<file path="src/tnwu_pkg.sv">
// Shared types, constants and elaboration-time tables for the net weight update block.
// No dependencies; every other design file imports this package, the checker excepted.
package tnwu_pkg;

  localparam int LogTblBits  = 8;
  localparam int LogTblDepth = 1 << LogTblBits;
  localparam int ExpTblBits  = 8;
  localparam int ExpTblDepth = 1 << ExpTblBits;
  localparam int FracBits    = 20;

  localparam logic signed [31:0] SlackMax = 32'sh7fff_ffff;

  typedef enum logic [1:0] {
    CFG_WORST_SLACK,
    CFG_DECAY_FACTOR,
    CFG_WEIGHT_LIMIT,
    CFG_DEGREE_LIMIT
  } cfg_idx_e;

  typedef enum logic [3:0] {
    ST_IDLE,
    ST_DIV,
    ST_LOG1,
    ST_LOG2,
    ST_MIX,
    ST_SUM,
    ST_EXP,
    ST_WT,
    ST_OUT
  } back_st_e;

  typedef struct packed {
    logic signed [31:0] slack;
    logic [16:0]        crit;
    logic [31:0]        weight;
    logic [15:0]        degree;
  } net_t;

  typedef struct packed {
    logic signed [31:0] worst_slack;
    logic [16:0]        decay_factor;
    logic [31:0]        weight_limit;
    logic [15:0]        degree_limit;
  } cfg_t;

  typedef struct packed {
    logic [16:0]        crit;
    logic [31:0]        weight;
    logic signed [31:0] slack;
  } result_t;

  typedef logic [17:0] lt_tab_t [LogTblDepth+1];
  typedef logic [17:0] et_tab_t [ExpTblDepth+1];

  function automatic logic [63:0] isqrt(input logic [63:0] n0);
    logic [63:0] n;
    logic [63:0] r;
    logic [63:0] b;
    n = n0;
    r = '0;
    b = 64'd1 << 62;
    for (int j = 0; j < 32; j++) begin
      if (b > n) b = b >> 2;
    end
    for (int j = 0; j < 32; j++) begin
      if (b != 0) begin
        if (n >= r + b) begin
          n = n - (r + b);
          r = (r >> 1) + b;
        end else begin
          r = r >> 1;
        end
        b = b >> 2;
      end
    end
    return r;
  endfunction

  // log2(1 + i/depth) by repeated squaring of a Q30 mantissa
  function automatic lt_tab_t build_lt();
    lt_tab_t     t;
    logic [63:0] v;
    logic [63:0] r;
    for (int i = 0; i < LogTblDepth; i++) begin
      v = 64'(LogTblDepth + i) << (30 - LogTblBits);
      r = '0;
      for (int k = 1; k <= FracBits; k++) begin
        v = (v * v) >> 30;
        if (v >= (64'd2 << 30)) begin
          v = v >> 1;
          r = r | (64'd1 << (FracBits - k));
        end
      end
      t[i] = 18'((r + 64'd8) >> 4);
    end
    t[LogTblDepth] = 18'd65536;
    return t;
  endfunction

  // 2^(i/depth) as a product of repeated square roots of two
  function automatic et_tab_t build_et();
    et_tab_t     t;
    logic [63:0] roots [FracBits+1];
    logic [63:0] p;
    logic [63:0] f;
    roots[0] = 64'd2 << 30;
    for (int k = 1; k <= FracBits; k++) roots[k] = isqrt(roots[k-1] << 30);
    for (int i = 0; i < ExpTblDepth; i++) begin
      f = 64'(i) << (FracBits - ExpTblBits);
      p = 64'd1 << 30;
      for (int k = 1; k <= FracBits; k++) begin
        if (f[FracBits-k]) p = (p * roots[k]) >> 30;
      end
      t[i] = 18'((p + (64'd1 << 13)) >> 14);
    end
    t[ExpTblDepth] = 18'd131072;
    return t;
  endfunction

  localparam lt_tab_t LogTbl = build_lt();
  localparam et_tab_t ExpTbl = build_et();

endpackage

</file>
<file path="src/tnwu_fifo.sv">
// Two-entry queue of finished nets between front and back.
// Depends on tnwu_pkg.
module tnwu_fifo (
  input  logic           clk_i,
  input  logic           rst_ni,
  input  logic           push_i,
  input  tnwu_pkg::net_t data_i,
  output logic           full_o,
  input  logic           pop_i,
  output logic           empty_o,
  output tnwu_pkg::net_t data_o
);
  import tnwu_pkg::*;

  net_t       mem [2];
  logic       wp_q, rp_q;
  logic [1:0] cnt_q, cnt_d;

  assign full_o  = cnt_q == 2'd2;
  assign empty_o = cnt_q == 2'd0;
  assign data_o  = mem[rp_q];

  always_comb begin
    cnt_d = cnt_q;
    if (push_i && !pop_i) cnt_d = cnt_q + 2'd1;
    else if (pop_i && !push_i) cnt_d = cnt_q - 2'd1;
  end

  always_ff @(posedge clk_i) begin
    if (push_i) mem[wp_q] <= data_i;
  end

  always_ff @(posedge clk_i or negedge rst_ni) begin
    if (!rst_ni) begin
      wp_q  <= 1'b0;
      rp_q  <= 1'b0;
      cnt_q <= 2'd0;
    end else begin
      if (push_i) wp_q <= !wp_q;
      if (pop_i) rp_q <= !rp_q;
      cnt_q <= cnt_d;
    end
  end
endmodule

</file>
<file path="config.mk">
export PLATFORM = sky130hd
export DESIGN_NAME = tnwu_fifo
export DESIGN_NICKNAME = d
export VERILOG_FILES = /design/src/tnwu_pkg.sv /design/src/tnwu_fifo.sv
export SDC_FILE = /design/constraint.sdc
export NUM_CORES = 1
export LEC_CHECK = 0
export BUFFER_PORTS_ARGS = -buffer_cell sky130_fd_sc_hd__buf_2
export CORE_UTILIZATION = 56
export DETAILED_ROUTE_END_ITERATION = 8
export PLACE_DENSITY = 0.85
export SKIP_LAST_GASP = 1
export SLEW_MARGIN = 20
export SYNTH_ARGS = -nofsm -noshare
export SYNTH_HDL_FRONTEND = slang
export SYNTH_SLANG_ARGS = --single-unit
</file>
<file path="constraint.sdc">
create_clock -name clk_i -period 12.9 [get_ports clk_i]
set_clock_uncertainty 0.1 [all_clocks]
set_input_delay 0 -clock clk_i [delete_from_list [all_inputs] [get_ports clk_i]]
set_output_delay 0 -clock clk_i [all_outputs]
set_load 0.01 [all_outputs]
</file>
* After elaboration in Yosys (flattened, before gate mapping)
Memory sizes are Yosys's and may differ from the RTL's.
Cells that the tools add are included.
** Word-level totals
- Bits in registers :: 4
- RAM bits :: 194
- Output and inout port bits :: 99
- Logic and storage cells :: 19
- Memories kept :: 1
** Memory list
- mem :: depth 2, width 97, rd ports 1, clocked after memory_dff 0, write ports 1, RTL line tnwu_fifo.sv:15 : net_t mem [2];
** Cells by class
- $add $sub $neg :: 2
- Equality and inequality tests :: 1
- Muxes and demuxes :: 4
- Reductions and logical operators :: 8
** Operators by type and width (count)
- 1-bit zero test :: 4
- 2-bit 2-to-1 mux :: 2
- 2-bit by 1-bit adder with 2-bit output, second input constant :: 1
- 2-bit equality test, second input constant :: 1
- 1-bit logical AND :: 2
- 2-bit zero test :: 1
- 1-bit 2-to-1 mux :: 2
- 2-bit nonzero test :: 1
- 2-bit by 1-bit subtractor with 2-bit output, second input constant :: 1

* Longest topological paths before layout
- Depth after elaboration :: 4
- Mapped depth :: 5
- Mapped depth without buffers :: 5

* Worst setup path after synthesis
No wires, ideal clock.
- Path type :: register to register
- From :: reg wp_q
- To :: mem mem[0][0] in the netlist's numbering, enable pin
- Setup time :: 0.565 ns
- Arrival :: 4.697 ns
- Path slack :: 7.538 ns
- Cell stages (with the launch flop) :: 2
- Cells stage by stage :: dfrtp_1 nor2b_1
** RTL lines
- start: declaration :: RTL line tnwu_fifo.sv:16 : logic wp_q, rp_q;
- start signal: assignment :: RTL line tnwu_fifo.sv:39 : if (push_i) wp_q <= !wp_q;
- end: declaration :: RTL line tnwu_fifo.sv:15
Straight into the memory's write port.

==> results.py <==
metrics = {
    "drt": {
        "dr.pass1.iters": 5,
        "drt_iter0_drc": 326,
        "viasPerCell": 5.13,
        "vias": 4182,
        "drc": 0,
        "wire_per_inst_um": 19.7,
        "antenna_left": 0,
        "wirelength_mm": 16.1,
    },
    "logic_synthesis": {
        "synth_fp_nets": 420,
        "yosysWarnings": 0,
        "yosysSeqAreaShare_pct": 81.6,
        "yosysMostFrequentCell": "edfxtp_1",
        "syn_area_per_cell_um2": 22.8,
        "synth_top_area_share_pct": 80.2,
        "ys.flop_type": "edfxtp_1",
        "async_reset_ff_share_pct": 2.02,
        "syn-instance-count": 318,
        "synth-edff-count": 194,
        "synth_top_cells_by_count": "edfxtp_1, mux2_2, mux2_4",
        "synth_seq_cells": 198,
        "yosysTopAreaCell": "edfxtp_1",
        "synth.area.top_cells": "edfxtp_1, mux2_2, mux2_4, dfrtp_1, buf_6",
        "ys_types": 13,
        "synth_area_mm2": 0.00726,
    },
    "sta": {
        "setup_violations": 0,
        "timing.fmax_mhz": 366,
        "final_hold_viol_count": 0,
        "worst_pin_slew_ps": 843,
        "fin_crit_sh_pct": 21.2,
        "grt_setup_unrepaired": "no",
        "fin_crit_ps": 2730,
        "tns_ps": 0,
        "setup_slack_ps": 10170,
        "relSlewSlack_pct": 43.8,
        "drv_slew": 0,
    },
    "flow_run": {
        "drv_cap": 0,
    },
    "final_layout": {
        "fill_cells": 637,
        "diodes": 0,
        "regArea_mm2": 0.00593,
        "layout.nets": 732,
        "layout-drive-gt1-share_pct": 51.8,
        "area_growth_syn_to_layout_pct": 38.7,
        "multiInputGateArea_mm2": 0.00126,
        "stdcell_area_mm2": 0.0101,
    },
    "run_status": {
        "status": "finished clean",
    },
    "global_routing": {
        "grt_pass1_vias": 4525,
        "grt_max_degree": 62,
        "gr-total-overflow": 0,
        "antenna_found_initial": 0,
        "grt_usage_pct": 24.9,
        "grt_pass1_wl_mm": 23.7,
    },
    "critical_path": {
        "startpoint_type": "flop",
        "required_ps": 12800,
        "cp-end-kind": "output pin",
        "path_delay_family": "buffers and inverters",
        "arrival_ps": 2630,
        "path_class": "flop to output pin",
        "crit_chain": "buf_4, mux2_2, buf_2",
        "critical_path.slowest_cell": "dfrtp_4",
        "path_buf_inv": 2,
        "cp_max_fo": 61,
        "cp_slowest_stage_delay_ps": 800,
    },
    "floorplan": {
        "die_y_um": 116,
        "core_area_mm2": 0.0126,
        "die_w_um": 116,
        "rows": 41,
        "initial_core_util_pct": 57.5,
        "pin_count": 200,
        "dieArea_mm2": 0.0134,
    },
    "clocking": {
        "insertion_delay_ps": 420,
        "cts_max_level": 4,
        "clk_pin_slew_ps": 70,
        "cts_buffer_depth": 2,
        "cts_tree": "built",
        "clock-sinks": 198,
        "clockRootBuffer": "clkbuf_16",
        "numCtsBuffers": 17,
        "post_cts_buffers": 0,
    },
    "power": {
        "irDropWorstVdd_mv": 0.144,
        "leakagePower_nw": 3.91,
        "p_per_area_mw_per_mm2": 204,
    },
    "place": {
        "gp_congestion": 0.716,
        "place_area_mm2": 0.00843,
        "hpwlAfterDp_mm": 8.39,
        "portBuffers": 199,
        "post-place-ws_ps": 10600,
    },
    "min_path": {
        "hold_class": "input port to flop",
    },
}
## stage by stage
step	util (%)	hold WS [ps]	instances	power (W)
after floorplan	-	-396	318	0.00128
final	79.8	191	815	0.00205
after global placement	66.8	-289	682	0.00145
after detailed placement	66.8	-280	682	0.00147
after global routing	79.8	185	815	0.00213
after CTS	79.8	173	815	0.00205
## timing repair
| item | 4_1_cts | 5_1_grt |
|---|---|---|
| endpoints found under the hold margin | 201 | 0 |
| hold buffers | 101 | 0 |
| resized for setup | 0 | 0 |
## flip-flops by register name, indices dropped and copies added (netlist names)
| name | flops |
|---|---|
| rp_q | 1 |
| mem | 194 |
| cnt_q | 2 |
| wp_q | 1 |
## power by group
group	internal [W]	leakage (nW)	switching, W	total [W]
combinational	0.000283	1.74	0.000292	0.000575
clock	0.000326	0.296	0.000233	0.000559
sequential	0.000855	1.87	0.0000634	0.000919
total	0.00146	3.91	0.000588	0.00205
## placed cells by master (no fill, tap or decap)
cell type and instances:
nor2b_4 1, inv_1 1, nor2_1 2, nor2b_1 1
buf_4 4, clkbuf_16 17, ha_1 1, clkinv_4 1
inv_6 4, dlygate4sd3_1 101, clkinvlp_4 3, buf_2 199
edfxtp_1 194, dfrtp_4 1, and2_4 1, clkinv_1 2
dfrtp_1 3, mux2_2 77, clkinv_2 1, mux2_4 20
bufinv_16 4, xor2_1 4, xnor2_1 1
## layer usage
metal / vias up / GRT usage [%] / share of wire [%]
met2: 197 / 46.0 / 56
met1: 2064 / 27.2 / 36
met4: 0 / 10.6 / 2.1
li1: 1889 / - / -
met3: 32 / 6.22 / 6.6
met5: - / 0 / 0
## final cells by class
| type | instances | share of cell area [%] |
|---|---|---|
| tap | 172 | 2.14 |
| timing repair buffer | 304 | 20.2 |
| clock inverter | 15 | 1.98 |
| multi-input combinational | 108 | 12.5 |
| inverter | 1 | 0.0373 |
| clock buffer | 17 | 4.22 |
| sequential | 198 | 58.9 |
## logic make-up (layout without fill, tap and decap cells)
group | Yosys count | count (layout) | synth area share (%)
simple gates | 5 | 5 | 0.362
xor+xnor | 5 | 5 | 0.603
fa+ha+maj | 1 | 1 | 0.172
mux | 97 | 97 | 16.1
flops | 198 | 198 | 81.6
buf+inv | 12 | 337 | 1.15
## final timing paths
kind                       slack (ps)  cells past startpoint        from    endpoint
min in group asynchronous         430                      3      rst_ni    cnt_q[1]
max reg2reg                     10710                      2        wp_q  mem[1][41]
max in group asynchronous       12060                      3      rst_ni        rp_q
min                               190                      2  data_i[79]  mem[1][79]
min reg2reg                       440                      1    cnt_q[1]    cnt_q[1]
max                             10170                      3        rp_q  data_o[25]
## worst reg2reg max path: stages, from the launching register on
cell and delay, ps:
dfrtp_1 440, and2_4 590, buf_4 680
Power figures use the tool's default switching activity.
