File: config.mk
export PLATFORM = sky130hd
export DESIGN_NAME = tnwu_front
export DESIGN_NICKNAME = d
export VERILOG_FILES = /design/src/tnwu_pkg.sv /design/src/tnwu_front.sv
export SDC_FILE = /design/constraint.sdc
export NUM_CORES = 1
export LEC_CHECK = 0
export BUFFER_PORTS_ARGS = -buffer_cell sky130_fd_sc_hd__buf_2
export CAP_MARGIN = 0
export CORE_MARGIN = 3
export CORE_UTILIZATION = 49
export DETAILED_ROUTE_END_ITERATION = 12
export PLACE_DENSITY_LB_ADDON = 0.12
export SLEW_MARGIN = 0
export SYNTH_ARGS = -nofsm -noshare
export SYNTH_HDL_FRONTEND = slang
export SYNTH_SLANG_ARGS = --single-unit
export TNS_END_PERCENT = 30
File: constraint.sdc
create_clock -name clk_i -period 16.1 [get_ports clk_i]
set_input_delay 3.22 -clock clk_i [delete_from_list [all_inputs] [get_ports clk_i]]
set_output_delay 3.22 -clock clk_i [all_outputs]
set_load 0.02 [all_outputs]
File: src/tnwu_pkg.sv
// Shared types, constants and elaboration-time tables for the net weight update block.
// No dependencies; every other design file imports this package, the checker excepted.
package tnwu_pkg;

  localparam int LogTblBits  = 8;
  localparam int LogTblDepth = 1 << LogTblBits;
  localparam int ExpTblBits  = 8;
  localparam int ExpTblDepth = 1 << ExpTblBits;
  localparam int FracBits    = 20;

  localparam logic signed [31:0] SlackMax = 32'sh7fff_ffff;

  typedef enum logic [1:0] {
    CFG_WORST_SLACK,
    CFG_DECAY_FACTOR,
    CFG_WEIGHT_LIMIT,
    CFG_DEGREE_LIMIT
  } cfg_idx_e;

  typedef enum logic [3:0] {
    ST_IDLE,
    ST_DIV,
    ST_LOG1,
    ST_LOG2,
    ST_MIX,
    ST_SUM,
    ST_EXP,
    ST_WT,
    ST_OUT
  } back_st_e;

  typedef struct packed {
    logic signed [31:0] slack;
    logic [16:0]        crit;
    logic [31:0]        weight;
    logic [15:0]        degree;
  } net_t;

  typedef struct packed {
    logic signed [31:0] worst_slack;
    logic [16:0]        decay_factor;
    logic [31:0]        weight_limit;
    logic [15:0]        degree_limit;
  } cfg_t;

  typedef struct packed {
    logic [16:0]        crit;
    logic [31:0]        weight;
    logic signed [31:0] slack;
  } result_t;

  typedef logic [17:0] lt_tab_t [LogTblDepth+1];
  typedef logic [17:0] et_tab_t [ExpTblDepth+1];

  function automatic logic [63:0] isqrt(input logic [63:0] n0);
    logic [63:0] n;
    logic [63:0] r;
    logic [63:0] b;
    n = n0;
    r = '0;
    b = 64'd1 << 62;
    for (int j = 0; j < 32; j++) begin
      if (b > n) b = b >> 2;
    end
    for (int j = 0; j < 32; j++) begin
      if (b != 0) begin
        if (n >= r + b) begin
          n = n - (r + b);
          r = (r >> 1) + b;
        end else begin
          r = r >> 1;
        end
        b = b >> 2;
      end
    end
    return r;
  endfunction

  // log2(1 + i/depth) by repeated squaring of a Q30 mantissa
  function automatic lt_tab_t build_lt();
    lt_tab_t     t;
    logic [63:0] v;
    logic [63:0] r;
    for (int i = 0; i < LogTblDepth; i++) begin
      v = 64'(LogTblDepth + i) << (30 - LogTblBits);
      r = '0;
      for (int k = 1; k <= FracBits; k++) begin
        v = (v * v) >> 30;
        if (v >= (64'd2 << 30)) begin
          v = v >> 1;
          r = r | (64'd1 << (FracBits - k));
        end
      end
      t[i] = 18'((r + 64'd8) >> 4);
    end
    t[LogTblDepth] = 18'd65536;
    return t;
  endfunction

  // 2^(i/depth) as a product of repeated square roots of two
  function automatic et_tab_t build_et();
    et_tab_t     t;
    logic [63:0] roots [FracBits+1];
    logic [63:0] p;
    logic [63:0] f;
    roots[0] = 64'd2 << 30;
    for (int k = 1; k <= FracBits; k++) roots[k] = isqrt(roots[k-1] << 30);
    for (int i = 0; i < ExpTblDepth; i++) begin
      f = 64'(i) << (FracBits - ExpTblBits);
      p = 64'd1 << 30;
      for (int k = 1; k <= FracBits; k++) begin
        if (f[FracBits-k]) p = (p * roots[k]) >> 30;
      end
      t[i] = 18'((p + (64'd1 << 13)) >> 14);
    end
    t[ExpTblDepth] = 18'd131072;
    return t;
  endfunction

  localparam lt_tab_t LogTbl = build_lt();
  localparam et_tab_t ExpTbl = build_et();

endpackage

File: src/tnwu_front.sv
// Front end: per-net running minimum of pin slack; hands each finished net to the queue.
// Depends on tnwu_pkg.
module tnwu_front (
  input  logic                 clk_i,
  input  logic                 rst_ni,
  input  logic                 in_valid_i,
  output logic                 in_ready_o,
  input  logic signed [31:0]   slack_rise_i,
  input  logic signed [31:0]   slack_fall_i,
  input  logic                 pin_present_i,
  input  logic                 pin_is_last_i,
  input  logic [16:0]          old_criticality_i,
  input  logic [31:0]          old_weight_i,
  input  logic [15:0]          net_degree_i,
  input  logic                 q_full_i,
  output logic                 q_push_o,
  output tnwu_pkg::net_t       q_data_o
);
  import tnwu_pkg::*;

  logic signed [31:0] min_q, min_d;
  logic signed [31:0] pin_min;
  logic signed [31:0] net_min;
  logic               xfer;

  assign in_ready_o = !q_full_i;
  assign xfer       = in_valid_i && in_ready_o;
  assign pin_min    = (slack_rise_i < slack_fall_i) ? slack_rise_i : slack_fall_i;
  assign net_min    = (pin_present_i && pin_min < min_q) ? pin_min : min_q;

  always_comb begin
    min_d = min_q;
    if (xfer) min_d = pin_is_last_i ? SlackMax : net_min;
  end

  assign q_push_o        = xfer && pin_is_last_i;
  assign q_data_o.slack  = net_min;
  assign q_data_o.crit   = old_criticality_i;
  assign q_data_o.weight = old_weight_i;
  assign q_data_o.degree = net_degree_i;

  always_ff @(posedge clk_i or negedge rst_ni) begin
    if (!rst_ni) begin
      min_q <= SlackMax;
    end else begin
      min_q <= min_d;
    end
  end
endmodule

---- Word-level counts from Yosys, hierarchy flattened ----
Index checks and enable logic that the tools add are counted.
storage, ports and cells
  output and inout port bits .............. 99
  logic and storage cells ................. 10
  register bits after elaboration ......... 32
  input port bits ......................... 135
operators by class
  muxes and demuxes ....................... 3
  order comparisons ....................... 2
  reduce and logical (&&, ||, !) cells .... 4
operators by type and width
  operator           count
  $mux 32            3
  $lt 32x32->1       2
  $logic_and 1x1->1  3
  $logic_not 1->1    1

---- Logic depth before layout (Yosys ltp) ----
Gate-level depths: netlist of run 1.
  depth in word-level cells ............... 6
  gate-level depth with buffers ........... 23
  depth with buffers taken out ............ 19

---- Worst setup path after synthesis of run 1 ----
Ideal clock, no wire load.
  path kind ............................... input-to-output
  start point ............................. input slack_fall_i[21]
  end point ............................... output q_data_o[76] (netlist name)
  stages .................................. 23
  required time ........................... 12.880 ns
  slack ................................... 4.826 ns
  arrival ................................. 8.054 ns
  buffers on the path ..................... 4
  cell sequence ........................... inv_1 ha_1 a21o_1 a221o_1 a221oi_1 o211ai_1 o22ai_2 clkbuf_1 nand2_1 o21ai_0 ha_1 a21o_1 a21o_1 a21o_1 a211oi_1 o21ai_0 or2_2 a221o_1 buf_6 or2_1 buf_2 buf_2 o21ai_1
RTL lines
  what                line              RTL
  start: declaration  tnwu_front.sv:9   input logic signed [31:0] slack_fall_i,
  end: declaration    tnwu_front.sv:17  output tnwu_pkg::net_t q_data_o

==> results of run 1 <==
## cell usage in the layout (no fill, tap or decap), types with 3 or more instances in the layout
| master | synthesis | routed |
|---|---|---|
| a211o_1 | 3 | 3 |
| a21o_1 | 9 | 9 |
| a21oi_1 | 12 | 12 |
| a221oi_1 | 6 | 6 |
| and2_1 | 3 | 3 |
| buf_2 | 6 | 103 |
| buf_4 | 65 | 6 |
| clkbuf_8 | 0 | 5 |
| dfstp_2 | 31 | 31 |
| ha_1 | 62 | 62 |
| inv_1 | 65 | 65 |
| nand2_1 | 40 | 40 |
| nand2b_1 | 3 | 3 |
| nand4_1 | 8 | 8 |
| nor2_1 | 13 | 13 |
| nor2b_1 | 4 | 4 |
| nor3_1 | 6 | 6 |
| nor4_1 | 8 | 8 |
| o211ai_1 | 6 | 6 |
| o21ai_0 | 82 | 82 |
| o21ai_1 | 20 | 20 |
| o32a_1 | 25 | 25 |
## path summary, 6_finish.rpt
path                                  start      endpoint  cells after the start
max                        slack_rise_i[21]  q_data_o[65]                     22
min in group asynchronous            rst_ni     min_q[31]                      1
min reg2reg                       min_q[29]     min_q[29]                      1
max in group asynchronous            rst_ni     min_q[31]                      1
max reg2reg                       min_q[25]     min_q[31]                     12
min                               min_q[29]     min_q[29]                      1
## final cells by class
class | count | area share [%]
Clock inverter | 2 | 0.8021
Tap cell | 105 | 3.008
Inverter | 65 | 5.586
Clock buffer | 6 | 1.661
Multi-Input combinational cell | 341 | 56.89
Sequential cell | 32 | 19.22
Timing Repair Buffer | 109 | 12.83
## stage by stage
| stage | setup WS, ns | cell area [um^2] |
|---|---|---|
| 2_1_floorplan | 4.826 | 4174 |
| 3_3_place_gp | 3.898 | 4260 |
| 5_1_grt | 3.103 | 4368 |
| 3_5_place_dp | 3.712 | 4260 |
| 4_1_cts | 3.696 | 4368 |
| 6_report | 3.711 | 4368 |
## cell families (layout without fill, tap and decap cells)
family                     after synthesis  count (layout)  share of synthesized area (%)
adders and majority gates               62              62                          18.59
AOI/OAI and AO/OA                      180             180                          28.51
and+or+nand+nor                         96              96                          11.21
DFF                                     32              32                          20.11
buffers and inverters                  157             182                          20.68
muxes                                    3               3                         0.8991
## worst max-delay path, cell delays in order
cell and delay, ns:
buf_2 0.11, ha_1 0.30, a21o_1 0.19, a221o_1 0.32, a221oi_1 0.28, o211ai_1 0.18
o22ai_4 0.58, buf_4 0.43, nand2_1 0.09, o21ai_0 0.16, ha_1 0.32, a21o_1 0.18
a21o_1 0.17, a21o_1 0.17, a211oi_1 0.23, o21ai_0 0.20, or2_2 0.35, o22ai_2 0.18
or2_1 0.61, buf_4 0.37, mux2_1 0.34, buf_2 0.16
## where the power goes
| part | total, W | internal, W | switching, W |
|---|---|---|---|
| Clock | 0.0000790 | 0.0000460 | 0.0000330 |
| Combinational | 0.000503 | 0.000174 | 0.000329 |
| Sequential | 0.000154 | 0.000137 | 0.0000173 |
| Total | 0.000736 | 0.000357 | 0.000379 |
## layer usage
| metal | up-vias | track usage [%] |
|---|---|---|
| met5 | - | 0 |
| met4 | 0 | 7.353 |
| met3 | 29 | 3.643 |
| met2 | 154 | 36.97 |
| met1 | 1740 | 30.78 |
| li1 | 1887 | - |
==> flow_summary.yaml, run 1 <==
global_route:
  globalRoute.totalOverflow: 0
  antenna_found_initial: 0
  grt_pass1_vias: 3751
  grt_use_total_pct: 22.71
  grt_max_degree: 40
  grt_pass1_wl_um: 18130
timing:
  setup_viol: 0
  whs_ns: 0.5115
  fin_crit_sh_pct: 76.95
  period_needed_ns: 12.39
  tightest_slew_ns: 1.182
  relSlewSlack_pct: 21.22
  setup_tns_ns: 0
  skew_ns: 0.009488
  fmax_ghz: 0.08072
  hold_violations: 0
  drv_slew: 0
  rsz0062_at_grt: "false"
final_layout:
  final-seq-area_um2: 839.6
  drive_above_1_share_pct: 28.11
  largest_reg_flops: 32
  top_register: "min_q"
  layout.cells.non_filler: 660
  multi_input_area_mm2: 0.002485
  final_util_pct: 52.89
  syn2layout_area_growth_pct: 4.646
  antennaDiodeCount: 0
  reg_top3: "min_q x32"
  fill_cells: 833
  final_nets: 751
drt:
  drc: 0
  wire_per_inst_um: 16.56
  met2_length_um: 4904
  wl_um: 10930
  ant_nets: 0
  firstDrtPassIters: 4
  drt_iter0_drc: 219
  vias: 3810
  wirelength_met1_um: 4924
  top_layer: "met4"
  viasPerCell: 5.773
  wl_met3_um: 919
cts:
  clock_latency_ns: 0.29
  cts.hold.buffers_added: 0
  cts_sinks: 32
  post_cts_resize_count: 0
  cts_tree: "yes"
  path_clk_slew_ns: 0.07
  htreeDepth: 2
  clock_path_buffers: 2
  post_cts_buffers: 0
  cts_root_buf: "clkbuf_8"
  cts_buffers: 5
synthesis:
  synth-seq-cells: 32
  synth_common_cells: "o21ai_0, buf_4, inv_1, ha_1, nand2_1"
  post-synth-top-count-cell: "o21ai_0"
  postSynthAreaPerCell_um2: 7.875
  synth.area.top_cells: "dfstp_2, ha_1, buf_4"
  synth_area_mm2: 0.004174
  ys_seq_area_share_pct: 20.11
  async_reset_ff_share_pct: 100.0
  ys.flop_type: "dfstp_2"
  synthDominantCellAreaShare_pct: 19.51
  ys_types: 50
  synth_top_cell_by_area: "dfstp_2"
  synth_edf_count: 0
  syn-instance-count: 530
  yosysWarnings: 0
  syn-num-nets: 727
worst_setup_path:
  cp_data_arrival_time_ns: 9.17
  ff2ff_setup_slack_ns: 11.99
  crit_path_end_kind: "primary output"
  required_ns: 12.88
  crit_type: "primary input to primary output"
  start_kind: "primary input"
  cp_max_fo: 34
power:
  ir_drop_v: 0.00009678
  p_total_w: 0.0007360
  p_per_area_mw_per_mm2: 168.5
  leakage_nw: 2.235
place:
  gp_congestion: 0.8768
  dpl.hpwl_um: 8316
  port_buffers: 103
  place_inst: 652
worst_hold_path:
  hold_path.class: "register to register"
floorplanning:
  initial_core_util_pct: 50.55
  die_w_um: 98.30
  dieArea_mm2: 0.009662
  rows: 33
  die_h_um: 98.30
  io_pins: 234
  core-area_mm2: 0.008258
status:
  status: "complete, no violations"
run:
  drv_cap: 0
Note: power is estimated with default switching activity, not from simulation.
==> inputs of run 2 (changes only) <==
- CORE_UTILIZATION: 49 -> 41
- clock period: 16.1 -> 9.98 ns (I/O delays scaled with it)
==> run 2 against run 1 <==
  * Final cell count is 4.2% higher
  * First-iteration DRC count is 12% lower
  * Critical path depth is 1 lower
  * Largest cell class unchanged
  * Worst hold slack hardly changed
  * Sequential power is 61% higher
  * Clock skew is 0.0016 ns higher
  * Via count is 0.37% higher
  * Non-clock buffer count stayed put
  * Largest power group unchanged
  * Clock power is 39% higher
  * Combinational power is 62% higher
  * Die area is 18% higher
==> flow_summary.yaml, run 2 (synthesis gave the netlist of run 1 again) <==
cts:
  post_cts_buffers: 0
  cts_root_buf: "clkbuf_8"
  cts_sinks: 32
  clock_path_buffers: 2
  clock_latency_ns: 0.29
  path_clk_slew_ns: 0.08
  cts_buffers: 5
  htreeDepth: 2
  cts_tree: "yes"
place:
  port_buffers: 103
  gp_congestion: 0.8395
  dpl.hpwl_um: 8631
drt:
  vias: 3824
  firstDrtPassIters: 4
  wire_per_inst_um: 16.60
  drt_iter0_drc: 192
  ant_nets: 0
  drc: 0
  viasPerCell: 5.558
  wl_um: 11420
timing:
  hold_violations: 0
  fmax_ghz: 0.1079
  setup_tns_ns: 0
  fin_crit_sh_pct: 92.88
  tightest_slew_ns: 1.223
  skew_ns: 0.01109
  setup_viol: 0
  relSlewSlack_pct: 18.45
  period_needed_ns: 9.270
  rsz0062_at_grt: "false"
  drv_slew: 0
floorplanning:
  core-area_mm2: 0.009819
  rows: 36
  die_w_um: 106.9
  io_pins: 234
  die_h_um: 106.9
  initial_core_util_pct: 42.51
  dieArea_mm2: 0.01143
worst_setup_path:
  start_kind: "primary input"
  cp_data_arrival_time_ns: 7.27
  crit_type: "primary input to primary output"
  required_ns: 7.98
  cp_max_fo: 50
  crit_path_end_kind: "primary output"
power:
  p_total_w: 0.001173
  p_per_area_mw_per_mm2: 267.3
  leakage_nw: 2.232
  ir_drop_v: 0.0002009
final_layout:
  drive_above_1_share_pct: 28.47
  mostFrequentLayoutCells: "buf_2, o21ai_0, inv_1, ha_1, nand2_1"
  syn2layout_area_growth_pct: 5.126
  antennaDiodeCount: 0
  reg_top3: "min_q x32"
  fill_cells: 1055
  final_common_cell: "buf_2"
  largest_reg_flops: 32
  top_register: "min_q"
  final_util_pct: 44.69
  final_nets: 751
global_route:
  grtUsageMet3_pct: 3.913
  grt_use_total_pct: 19.82
  grt_pass1_wl_um: 18530
  grt_pass1_vias: 3778
  antenna_found_initial: 0
  gr-usage-met1_pct: 27.16
  gr-usage-met2_pct: 32.51
  grt-busiest-layer: "met2"
  globalRoute.totalOverflow: 0
  grt_max_degree: 51
run:
  drv_cap: 0
worst_hold_path:
  hold_path.class: "register to register"
status:
  status: "complete, no violations"
## run 2: cell count changes in the layout (fill, tap and decap cells not counted)
cell / delta
clkbuf_8: +1
or2_2: +1
or2_1: -1
bufinv_16: -1
clkbuf_1: -1
clkinv_2: +1
## run 2: where the power goes
group	switching, W	leakage [nW]	internal (W)	total (W)
Clock	0.0000548	0.0510	0.0000552	0.000110
Sequential	0.0000272	0.340	0.000221	0.000248
Combinational	0.000533	1.84	0.000281	0.000815
Total	0.000615	2.23	0.000557	0.00117
## run 2: metrics by stage
step | worst slack [ns] | instances | area (um^2) | hold slack, ns
final | 0.7102 | 688 | 4388 | 0.5117
after global routing | 0.1552 | 688 | 4388 | 0.5192
after CTS | 0.4534 | 688 | 4388 | 0.5158
after detailed placement | 0.4638 | 680 | 4295 | 0.5048
after global placement | 0.6646 | 680 | 4295 | 0.4994
after floorplan | 1.154 | 530 | 4174 | 0.4838
## run 2: path summary, 6_finish.rpt
path,cells past startpoint,slack [ns],startpoint,end
setup / recovery,21,0.71,slack_rise_i[21],q_data_o[74]
setup reg to reg,12,5.62,min_q[25],min_q[31]
max in group asynchronous,1,7.67,rst_ni,min_q[31]
hold reg to reg,1,0.51,min_q[20],min_q[20]
min in group asynchronous,1,1.82,rst_ni,min_q[31]
hold / removal,1,0.51,min_q[20],min_q[20]
## run 2: cell type report
type / count / area [um^2] / area share, %
well taps: 133 / 166.4 / 3.792
clock inverters: 2 / 10.01 / 0.2281
flip-flops and latches: 32 / 839.6 / 19.13
clock buffers: 6 / 82.58 / 1.882
repair buffers: 109 / 560.5 / 12.77
inverters: 65 / 244.0 / 5.560
multi-input cells: 341 / 2485 / 56.63
## run 2: what timing repair did
| item | 4_1_cts | 5_1_grt |
|---|---|---|
| setup endpoints to repair | 0 | 2 |
| resized for setup | 0 | 1 |
| hold buffers | 0 | 0 |
## run 2: metal layers
metal	share of wire [%]	wire length, um	up-vias
li1	-	-	1882
met1	46	5294	1780
met2	46	5256	143
met3	6.7	760	19
met4	0.95	108	0
met5	0	0	-
## run 2: critical path, cell delays in order
cell and delay, ns:
buf_2 0.11, ha_1 0.29, a21o_1 0.18, a221o_1 0.32, a221oi_1 0.28, o211ai_1 0.18
o22ai_4 0.32, buf_4 0.46, o21ai_0 0.24, ha_1 0.33, a21oi_1 0.15, nor2b_1 0.06
o21ai_0 0.19, a211o_1 0.18, o21ai_0 0.11, or2_2 0.31, a221o_1 0.33, or2_2 0.53
buf_4 0.28, o21ai_0 0.19, buf_2 0.20
